==> config.mk <==
export PLATFORM = sky130hd
export DESIGN_NAME = sorted_priority_table_unit
export DESIGN_NICKNAME = d
export VERILOG_FILES = /design/src/hdl/sptu_pkg.sv /design/src/hdl/sorted_priority_table_unit.sv
export SDC_FILE = /design/constraint.sdc
export NUM_CORES = 1
export LEC_CHECK = 0
export BUFFER_PORTS_ARGS = -buffer_cell sky130_fd_sc_hd__clkbuf_2
export CORE_AREA = 2 2 336 338
export DETAILED_ROUTE_END_ITERATION = 7
export DIE_AREA = 0 0 338 340
export GPL_TIMING_DRIVEN = 0
export PLACE_DENSITY_LB_ADDON = 0.05
export SLEW_MARGIN = 20
export SYNTH_ARGS = -nofsm -noshare
export SYNTH_HDL_FRONTEND = slang
export SYNTH_SLANG_ARGS = --single-unit
==> constraint.sdc <==
create_clock -name clk -period 15 [get_ports clk]
set_input_delay 1.5 -clock clk [delete_from_list [all_inputs] [get_ports clk]]
set_output_delay 1.5 -clock clk [all_outputs]
set_load 0.01 [all_outputs]
==> src/hdl/sptu_pkg.sv <==
// Shared types and codes for the sorted priority table unit.
`default_nettype none

package sptu_pkg;

  typedef enum logic [1:0] {
    KIND_INSERT = 2'd0,
    KIND_REMOVE = 2'd1,
    KIND_LOOKUP = 2'd2,
    KIND_UPDATE = 2'd3
  } kind_t;

  typedef enum logic [1:0] {
    ST_OK        = 2'd0,
    ST_NOT_FOUND = 2'd1,
    ST_FULL      = 2'd2
  } status_t;

  typedef struct packed {
    logic [15:0] id;
    logic [15:0] pages;
    logic [7:0]  prio;
    logic [15:0] name;
  } entry_t;

endpackage

`default_nettype wire

==> src/hdl/sorted_priority_table_unit.sv <==
// Sorted priority table of job entries with insert, remove, lookup and update.
//
//  channel | signals                                        | handshake
//  --------+------------------------------------------------+---------------------
//  request | kind doc_id page_count prio_level name_tag     | req_valid / req_stall
//  response| status hit_pages hit_prio hit_name entry_count | rsp_valid / rsp_stall
//
// One word at a time; the slot memory has one read port and delivers one entry a cycle.
// Lookup and update scan for the first id match; update rewrites that entry in place.
// Remove shifts later entries down; insert goes before the first entry of higher prio.
// Insert to a full table answers full; others to an empty table answer not found.
// Synchronous reset empties the table at once; slot contents are not cleared.
// A stalled response is held; the next request word is taken while it waits.
`default_nettype none

module sorted_priority_table_unit import sptu_pkg::*; #(
  parameter int DEPTH = 16
) (
  input  logic        clk,
  input  logic        rst,
  input  logic        req_valid,
  output logic        req_stall,
  input  logic [1:0]  kind,
  input  logic [15:0] doc_id,
  input  logic [15:0] page_count,
  input  logic [7:0]  prio_level,
  input  logic [15:0] name_tag,
  output logic        rsp_valid,
  input  logic        rsp_stall,
  output logic [1:0]  status,
  output logic [15:0] hit_pages,
  output logic [7:0]  hit_prio,
  output logic [15:0] hit_name,
  output logic [4:0]  entry_count
);

  localparam int AW = $clog2(DEPTH);
  localparam int CW = $clog2(DEPTH + 1);

  typedef enum logic [2:0] {
    S_IDLE,
    S_SCAN,
    S_PRIME,
    S_SHIFT,
    S_PLACE,
    S_RSHIFT,
    S_DONE
  } state_t;

  state_t        state;
  kind_t         op_kind;
  entry_t        op_entry;
  logic [CW-1:0] fill;
  logic [CW-1:0] ridx;
  logic [CW-1:0] pos;
  status_t       res_status;
  entry_t        res_hit;

  entry_t        slots [DEPTH];
  entry_t        rd_data;
  logic          mem_we;
  logic [AW-1:0] mem_waddr;
  logic [AW-1:0] mem_raddr;
  entry_t        mem_wdata;

  entry_t        req_entry;
  logic [CW-1:0] ridx_inc;
  logic [CW-1:0] ridx_dec;
  logic [CW:0]   ridx_inc2;
  logic          scan_hit;
  logic          scan_last;
  logic          out_room;

  assign req_entry = '{id: doc_id, pages: page_count, prio: prio_level, name: name_tag};
  assign ridx_inc  = ridx + 1'b1;
  assign ridx_dec  = ridx - 1'b1;
  assign ridx_inc2 = {1'b0, ridx} + (CW + 1)'(2);
  assign scan_hit  = (op_kind == KIND_INSERT) ? (rd_data.prio > op_entry.prio)
                                              : (rd_data.id == op_entry.id);
  assign scan_last = (ridx_inc == fill);
  assign out_room  = !rsp_valid || !rsp_stall;
  assign req_stall = (state != S_IDLE);

  // slot memory: one write port, one registered read port
  always_ff @(posedge clk) begin
    if (mem_we) begin
      slots[mem_waddr] <= mem_wdata;
    end
    rd_data <= slots[mem_raddr];
  end

  always_comb begin
    mem_we    = 1'b0;
    mem_waddr = ridx[AW-1:0];
    mem_wdata = rd_data;
    mem_raddr = '0;
    unique case (state)
      S_SCAN: begin
        mem_raddr = ridx_inc[AW-1:0];
        if (scan_hit && op_kind == KIND_UPDATE) begin
          mem_we    = 1'b1;
          mem_wdata = op_entry;
        end
      end
      S_PRIME: begin
        mem_raddr = ridx[AW-1:0];
      end
      S_SHIFT: begin
        mem_raddr = ridx_dec[AW-1:0];
        mem_we    = 1'b1;
        mem_waddr = ridx_inc[AW-1:0];
      end
      S_PLACE: begin
        mem_we    = 1'b1;
        mem_waddr = pos[AW-1:0];
        mem_wdata = op_entry;
      end
      S_RSHIFT: begin
        mem_raddr = ridx_inc2[AW-1:0];
        mem_we    = !scan_last;
      end
      default: begin
        mem_raddr = '0;
      end
    endcase
  end

  always_ff @(posedge clk) begin
    if (rst) begin
      state     <= S_IDLE;
      fill      <= '0;
      rsp_valid <= 1'b0;
    end else begin
      if (rsp_valid && !rsp_stall && state != S_DONE) begin
        rsp_valid <= 1'b0;
      end
      unique case (state)
        S_IDLE: begin
          if (req_valid) begin
            op_kind    <= kind_t'(kind);
            op_entry   <= req_entry;
            res_hit    <= '0;
            ridx       <= '0;
            pos        <= fill;
            if (kind_t'(kind) == KIND_INSERT) begin
              if (fill == CW'(DEPTH)) begin
                res_status <= ST_FULL;
                state      <= S_DONE;
              end else if (fill == '0) begin
                res_status <= ST_OK;
                state      <= S_PLACE;
              end else begin
                res_status <= ST_OK;
                state      <= S_SCAN;
              end
            end else if (fill == '0) begin
              res_status <= ST_NOT_FOUND;
              state      <= S_DONE;
            end else begin
              res_status <= ST_OK;
              state      <= S_SCAN;
            end
          end
        end
        S_SCAN: begin
          if (scan_hit) begin
            pos <= ridx;
            unique case (op_kind)
              KIND_INSERT: begin
                ridx  <= fill - 1'b1;
                state <= S_PRIME;
              end
              KIND_REMOVE: begin
                res_hit <= rd_data;
                state   <= S_RSHIFT;
              end
              KIND_LOOKUP: begin
                res_hit <= rd_data;
                state   <= S_DONE;
              end
              KIND_UPDATE: begin
                res_hit <= op_entry;
                state   <= S_DONE;
              end
            endcase
          end else if (scan_last) begin
            if (op_kind == KIND_INSERT) begin
              pos   <= fill;
              state <= S_PLACE;
            end else begin
              res_status <= ST_NOT_FOUND;
              state      <= S_DONE;
            end
          end else begin
            ridx <= ridx_inc;
          end
        end
        S_PRIME: begin
          state <= S_SHIFT;
        end
        S_SHIFT: begin
          if (ridx == pos) begin
            state <= S_PLACE;
          end else begin
            ridx <= ridx_dec;
          end
        end
        S_PLACE: begin
          fill  <= fill + 1'b1;
          state <= S_DONE;
        end
        S_RSHIFT: begin
          if (scan_last) begin
            fill  <= fill - 1'b1;
            state <= S_DONE;
          end else begin
            ridx <= ridx_inc;
          end
        end
        S_DONE: begin
          if (out_room) begin
            rsp_valid   <= 1'b1;
            status      <= res_status;
            hit_pages   <= res_hit.pages;
            hit_prio    <= res_hit.prio;
            hit_name    <= res_hit.name;
            entry_count <= 5'(fill);
            state       <= S_IDLE;
          end
        end
        default: begin
          state <= S_IDLE;
        end
      endcase
    end
  end

endmodule

`default_nettype wire

* Yosys cells after proc, flatten, opt, wreduce, memory -nomap -nowiden
Memory sizes are Yosys's and may differ from the RTL's. A register that Yosys moved wholly into a read port is not among the register bits.
Index checks and enable logic that the tools add are counted.
Widths: inputs -> output; s select.
** Word-level totals
- Bits in registers :: 166
- Memories :: 1
- Memory bits (writable) :: 896
- Output and inout port bits :: 49
- Logic and storage cells :: 130
** Memory list
- slots :: depth 16, width 56, read ports 1, clocked after memory_dff 1, write ports 1, RTL line sorted_priority_table_unit.sv:59 : entry_t slots [DEPTH];
** Operators by class
- Add/sub/neg operators :: 5
- Multiplexer cells :: 50
- Bitwise operators :: 1
- Order comparisons :: 1
- Reductions and logical operators :: 26
- Eq/ne operators :: 27
** Operators by type and width (count)
- $pmux 40 s2 :: 2
- $pmux 56 s2 :: 1
- $mux 40 :: 2
- $mux 56 :: 1
- $mux 5 :: 10
- $mux 3 :: 10
- $pmux 3 s7 :: 1
- $pmux 5 s2 :: 2
- $pmux 5 s4 :: 1
- $reduce_and 5->1 :: 4
- $ne 2x2->1 const B :: 9
- $eq 16x16->1 :: 1
- $pmux 4 s4 :: 1
- $ne 3x3->1 const B :: 5
- $mux 2 :: 7
- $add 5x1->5 const B :: 2
- $eq 5x5->1 :: 2
- $sub 5x1->5 const B :: 2
- $eq 3x3->1 const B :: 3
- $pmux 3 s3 :: 1
- $gt 8x8->1 :: 1
- $mux 1 :: 8
- $pmux 4 s2 :: 1
- $eq 3x2->1 const B :: 2
- other kinds (21) :: 31

* Logic depth before layout (Yosys ltp)
- Depth after elaboration :: 7
- Depth in mapped cells :: 12

* Least setup slack after synthesis
Ideal clock, no wire load.
- Kind :: input to register
- Start point :: input rst
- End point :: register op_entry[0] in the netlist's numbering, enable pin
- Arrival time :: 5.970 ns
- Setup time :: 0.557 ns
- Path slack :: 8.473 ns
- Cell stages on the path :: 2
- Data required time :: 14.443 ns
- Path buffers :: 1
- Path through :: clkbuf_1 -> nor3b_1
** On the way
- Cells in the longest elaborated chain, start to end :: 2
** Ends and longest elaborated chain
- start: declaration :: RTL line sorted_priority_table_unit.sv:20 : input logic rst,
- $not 1->1 (no source line)
- $reduce_and 3->1 (no source line)
- end signal: assignment :: RTL line sorted_priority_table_unit.sv:141 : op_entry <= req_entry;
- end: declaration :: RTL line sorted_priority_table_unit.sv:52 : entry_t op_entry;
Every way passes these cells.
A chain may end at the register's enable or synchronous reset.

* Final worst setup path
- Start point :: register op_entry[42] in the netlist's numbering
- End point :: memory slots[7][35] in the netlist's numbering, enable pin
** On the way
- Cells in the longest elaborated chain, start to end :: 7
** Ends and longest elaborated chain
- $eq 16x16->1 :: RTL line sorted_priority_table_unit.sv:79 : : (rd_data.id == op_entry.id);
- $mux 1 :: RTL line sorted_priority_table_unit.sv:78 : assign scan_hit = (op_kind == KIND_INSERT) ? (rd_data.prio > op_entry.prio)
- $logic_and 1x1->1 :: RTL line sorted_priority_table_unit.sv:100 : if (scan_hit && op_kind == KIND_UPDATE) begin
- $mux 1 :: RTL line sorted_priority_table_unit.sv:100
- $pmux 1 s3 :: RTL line sorted_priority_table_unit.sv:97 : unique case (state)
- $mux 1 :: RTL line sorted_priority_table_unit.sv:86 : if (mem_we) begin
- $mux 1 (not written as such) :: RTL line sorted_priority_table_unit.sv:87 : slots[mem_waddr] <= mem_wdata;
- end: declaration :: RTL line sorted_priority_table_unit.sv:59
Every way passes these cells.

==> results.toml <==
[clock_network]
postCtsSetupBuffers = 0
cts_resized = 0
cts_hold_buffers = 0
max-clock-path-buffers = 3
cts_tree = "done"
cts-root-buf = "clkbuf_16"
clk_pin_slew_worst_paths_ps = 60
clkSinkCount = 1118
htreeDepth = 3
insertion_delay_ps = 720
tritoncts.num_buffers = 120

[sta]
final-hold-violation-count = 0
skew_ps = 36.2
drv_slew = 0
slew_headroom = 0.243
finalSetupViolCount = 0
min_period_over_period = 0.339
fmax_ghz = 0.196
grt_setup_unrepaired = "no"
fin_crit_ps = 5090
worst_slew_pin_slew_ps = 1140
fin_tns_setup_ps = 0

[job]
cap_violations = 0

[floorplan]
rows = 123
initial_core_util = 0.397
dieArea_mm2 = 0.115
die_h_um = 340
die_x_um = 338
pin_count = 111
core_area_mm2 = 0.112

[grt]
grt_pass1_wl_um = 190000
groute.usage.overall = 0.230
overflow = 0
grt_pass1_vias = 27300
antenna_found_initial = 6
grt_max_degree = 20

[yosys]
ys.flop_type = "edfxtp_1"
synth_edf_count = 1053
synth_seq_area_share = 0.744
yosysUniqueCellTypes = 63
ys_warn_count = 0
synthesis.area_mm2 = 0.0443
syn_inst = 3186
synthTopCellsByArea = "edfxtp_1, nand2_1, mux2i_1"
synth.top_cell.area_share = 0.714
synth_top_cell_by_area = "edfxtp_1"
async_flop_share = 0
synth_seq_cells = 1118
synthesis.nets = 3263
synth.avg_cell_area_um2 = 13.9

[power_and_ir_drop]
leakage_uw = 0.0194
vdd_ir_drop_max_uv = 108
p_per_area_mw_per_mm2 = 213
power_uw = 11100

[worst_setup_path]
cp_common_cell = "buf_4"
slowest_delay_ps = 670
cp_cell_sequence = "xor2_1, nor4_1, nand3_1, nor4_4, o21ai_2, o21a_2, buf_4, nor3_2, buf_4, buf_4, buf_6, buf_4, buf_4, buf_4"
crit_path_end_kind = "flip-flop"
path_class = "flip-flop to flip-flop"
startpoint_type = "flip-flop"
reg2reg_setup_slack_ps = 9910
critPathTopFamily = "simple AND/OR/NAND/NOR gates"
slowest_stage = "nor4_4"
cp_num_buf_inv = 7
cp_max_fo = 10
required_ps = 15420
cp.arrival_ps = 5510

[final_layout]
multi_input_area_mm2 = 0.0106
regArea_mm2 = 0.0329
num-nets-final = 3653
fillers = 9798
area_growth_pct = 17.6
drive_above_1_share = 0.162

[route]
top_layer_used = "met5"
drt_pass1_iterations = 5
viasPerCell = 5.34
drtAntennaViolNets = 0
wl_met3_um = 8770
vias = 27700
wl_met1_um = 57700
drt_wl_total_um = 133000
drt_iter0_drc = 2596
drcViolationCount = 0
wl_per_cell_um = 25.6
met2_length_um = 62100

[placement]
portBuffers = 110
gp_congestion = 0.855
hpwl_um = 91700

[outcome]
status = "finished, final reports clean"

[min_path]
hold_path_class = "flip-flop to flip-flop"
-- cells by family (layout without fill, tap and decap cells) --
kind of cell	after synthesis	count (layout)	synth area share
flip-flops	1118	1118	0.744
AO/OA/AOI/OAI	236	236	0.0401
buffers and inverters	214	710	0.0202
XOR/XNOR	40	40	0.00822
other	0	1	0
multiplexers	229	229	0.0568
AND/OR/NAND/NOR	1334	1334	0.127
adder cells (fa/ha/maj)	15	15	0.00424
-- metrics by stage --
step / cells / area, µm² / util / hold WS, ps / setup WS, ps
after global placement: 4796 / 46700 / 0.419 / 402 / 1840
after detailed placement: 4954 / 48200 / 0.432 / 405 / 9870
after floorplan: 3186 / 44300 / - / 400 / 8470
final: 5183 / 52100 / 0.467 / 405 / 9910
after CTS: 5182 / 52100 / 0.467 / 401 / 9850
after global routing: 5182 / 52100 / 0.467 / 421 / 9770
-- worst reg2reg max path, delay by kind of cell (launching register included) --
kind / cells / cell delay [ps]
compound gates: 2 / 670
xor+xnor: 1 / 260
buf+inv: 7 / 1530
flops: 1 / 460
simple gates: 4 / 1870
-- Yosys cell counts, drive strengths merged, types with 3 or more instances --
cell type / count
mux2i: 170
edfxtp: 1053
o22ai: 9
or2: 5
clkbuf: 138
nor4: 4
ha: 15
nand2: 895
o21ai: 17
mux2: 59
nor3b: 4
nor2: 27
xnor2: 18
nand2b: 8
buf: 59
a221o: 3
nand3: 339
xor2: 21
a211oi: 5
nor2b: 4
inv: 17
o221ai: 60
dfxtp: 65
nor3: 29
and2: 5
nand4: 6
a21oi: 57
a32oi: 57
o21a: 3
-- placed cells by master, fill, tap and decap left out, drive strengths merged, types with 5 or more instances in the layout --
| master | synthesis | routed |
|---|---|---|
| clkbuf | 138 | 423 |
| nand3 | 339 | 339 |
| edfxtp | 1053 | 1053 |
| nor2 | 27 | 27 |
| a32oi | 57 | 57 |
| mux2i | 170 | 170 |
| ha | 15 | 15 |
| dfxtp | 65 | 65 |
| and2 | 5 | 5 |
| nor3 | 29 | 29 |
| o221ai | 60 | 60 |
| buf | 59 | 217 |
| or2 | 5 | 5 |
| mux2 | 59 | 59 |
| xor2 | 21 | 21 |
| o21ai | 17 | 17 |
| o22ai | 9 | 9 |
| bufinv | 0 | 7 |
| clkinv | 0 | 42 |
| inv | 17 | 18 |
| nand2 | 895 | 895 |
| nand4 | 6 | 6 |
| nand2b | 8 | 8 |
| xnor2 | 18 | 18 |
| a211oi | 5 | 5 |
| a21oi | 57 | 57 |
-- final timing paths --
path | endpoint | cells past startpoint | from
min | hit_name[4] | 0 | res_hit[4]
min reg2reg | hit_name[4] | 0 | res_hit[4]
max | slots[7][35] | 14 | op_entry[42]
max reg2reg | slots[7][35] | 14 | op_entry[42]
-- registers in the layout, summed over array words and instances (netlist names), 5 cells and up --
name and count:
entry_count 5, slots 896, hit_prio 8, pos 5, rd_data 56, hit_pages 16, ridx 5, fill 5
res_hit 40, op_entry 56, hit_name 16
-- routing by layer --
layer	track usage	vias to the layer above
met1	0.317	14000
met4	0.0764	4
met5	0	-
li1	-	12500
met3	0.0394	206
met2	0.371	945
-- power by group --
group / total, µW / switching, µW / leakage [µW] / internal, µW
logic: 3730 / 2670 / 0.00736 / 1050
clock network: 2930 / 1210 / 0.00194 / 1720
registers: 4440 / 138 / 0.0101 / 4300
-- area by class of cell --
cell class	count	area share
flip-flops and latches	1118	0.632
diodes	1	0.0000480
repair buffers	268	0.0363
well taps	1500	0.0360
plain buffers	197	0.0162
clock buffers	175	0.0669
multi-input cells	1854	0.203
inverters	17	0.00123
clock inverters	53	0.00858
Note: power is estimated with default switching activity, not from simulation.
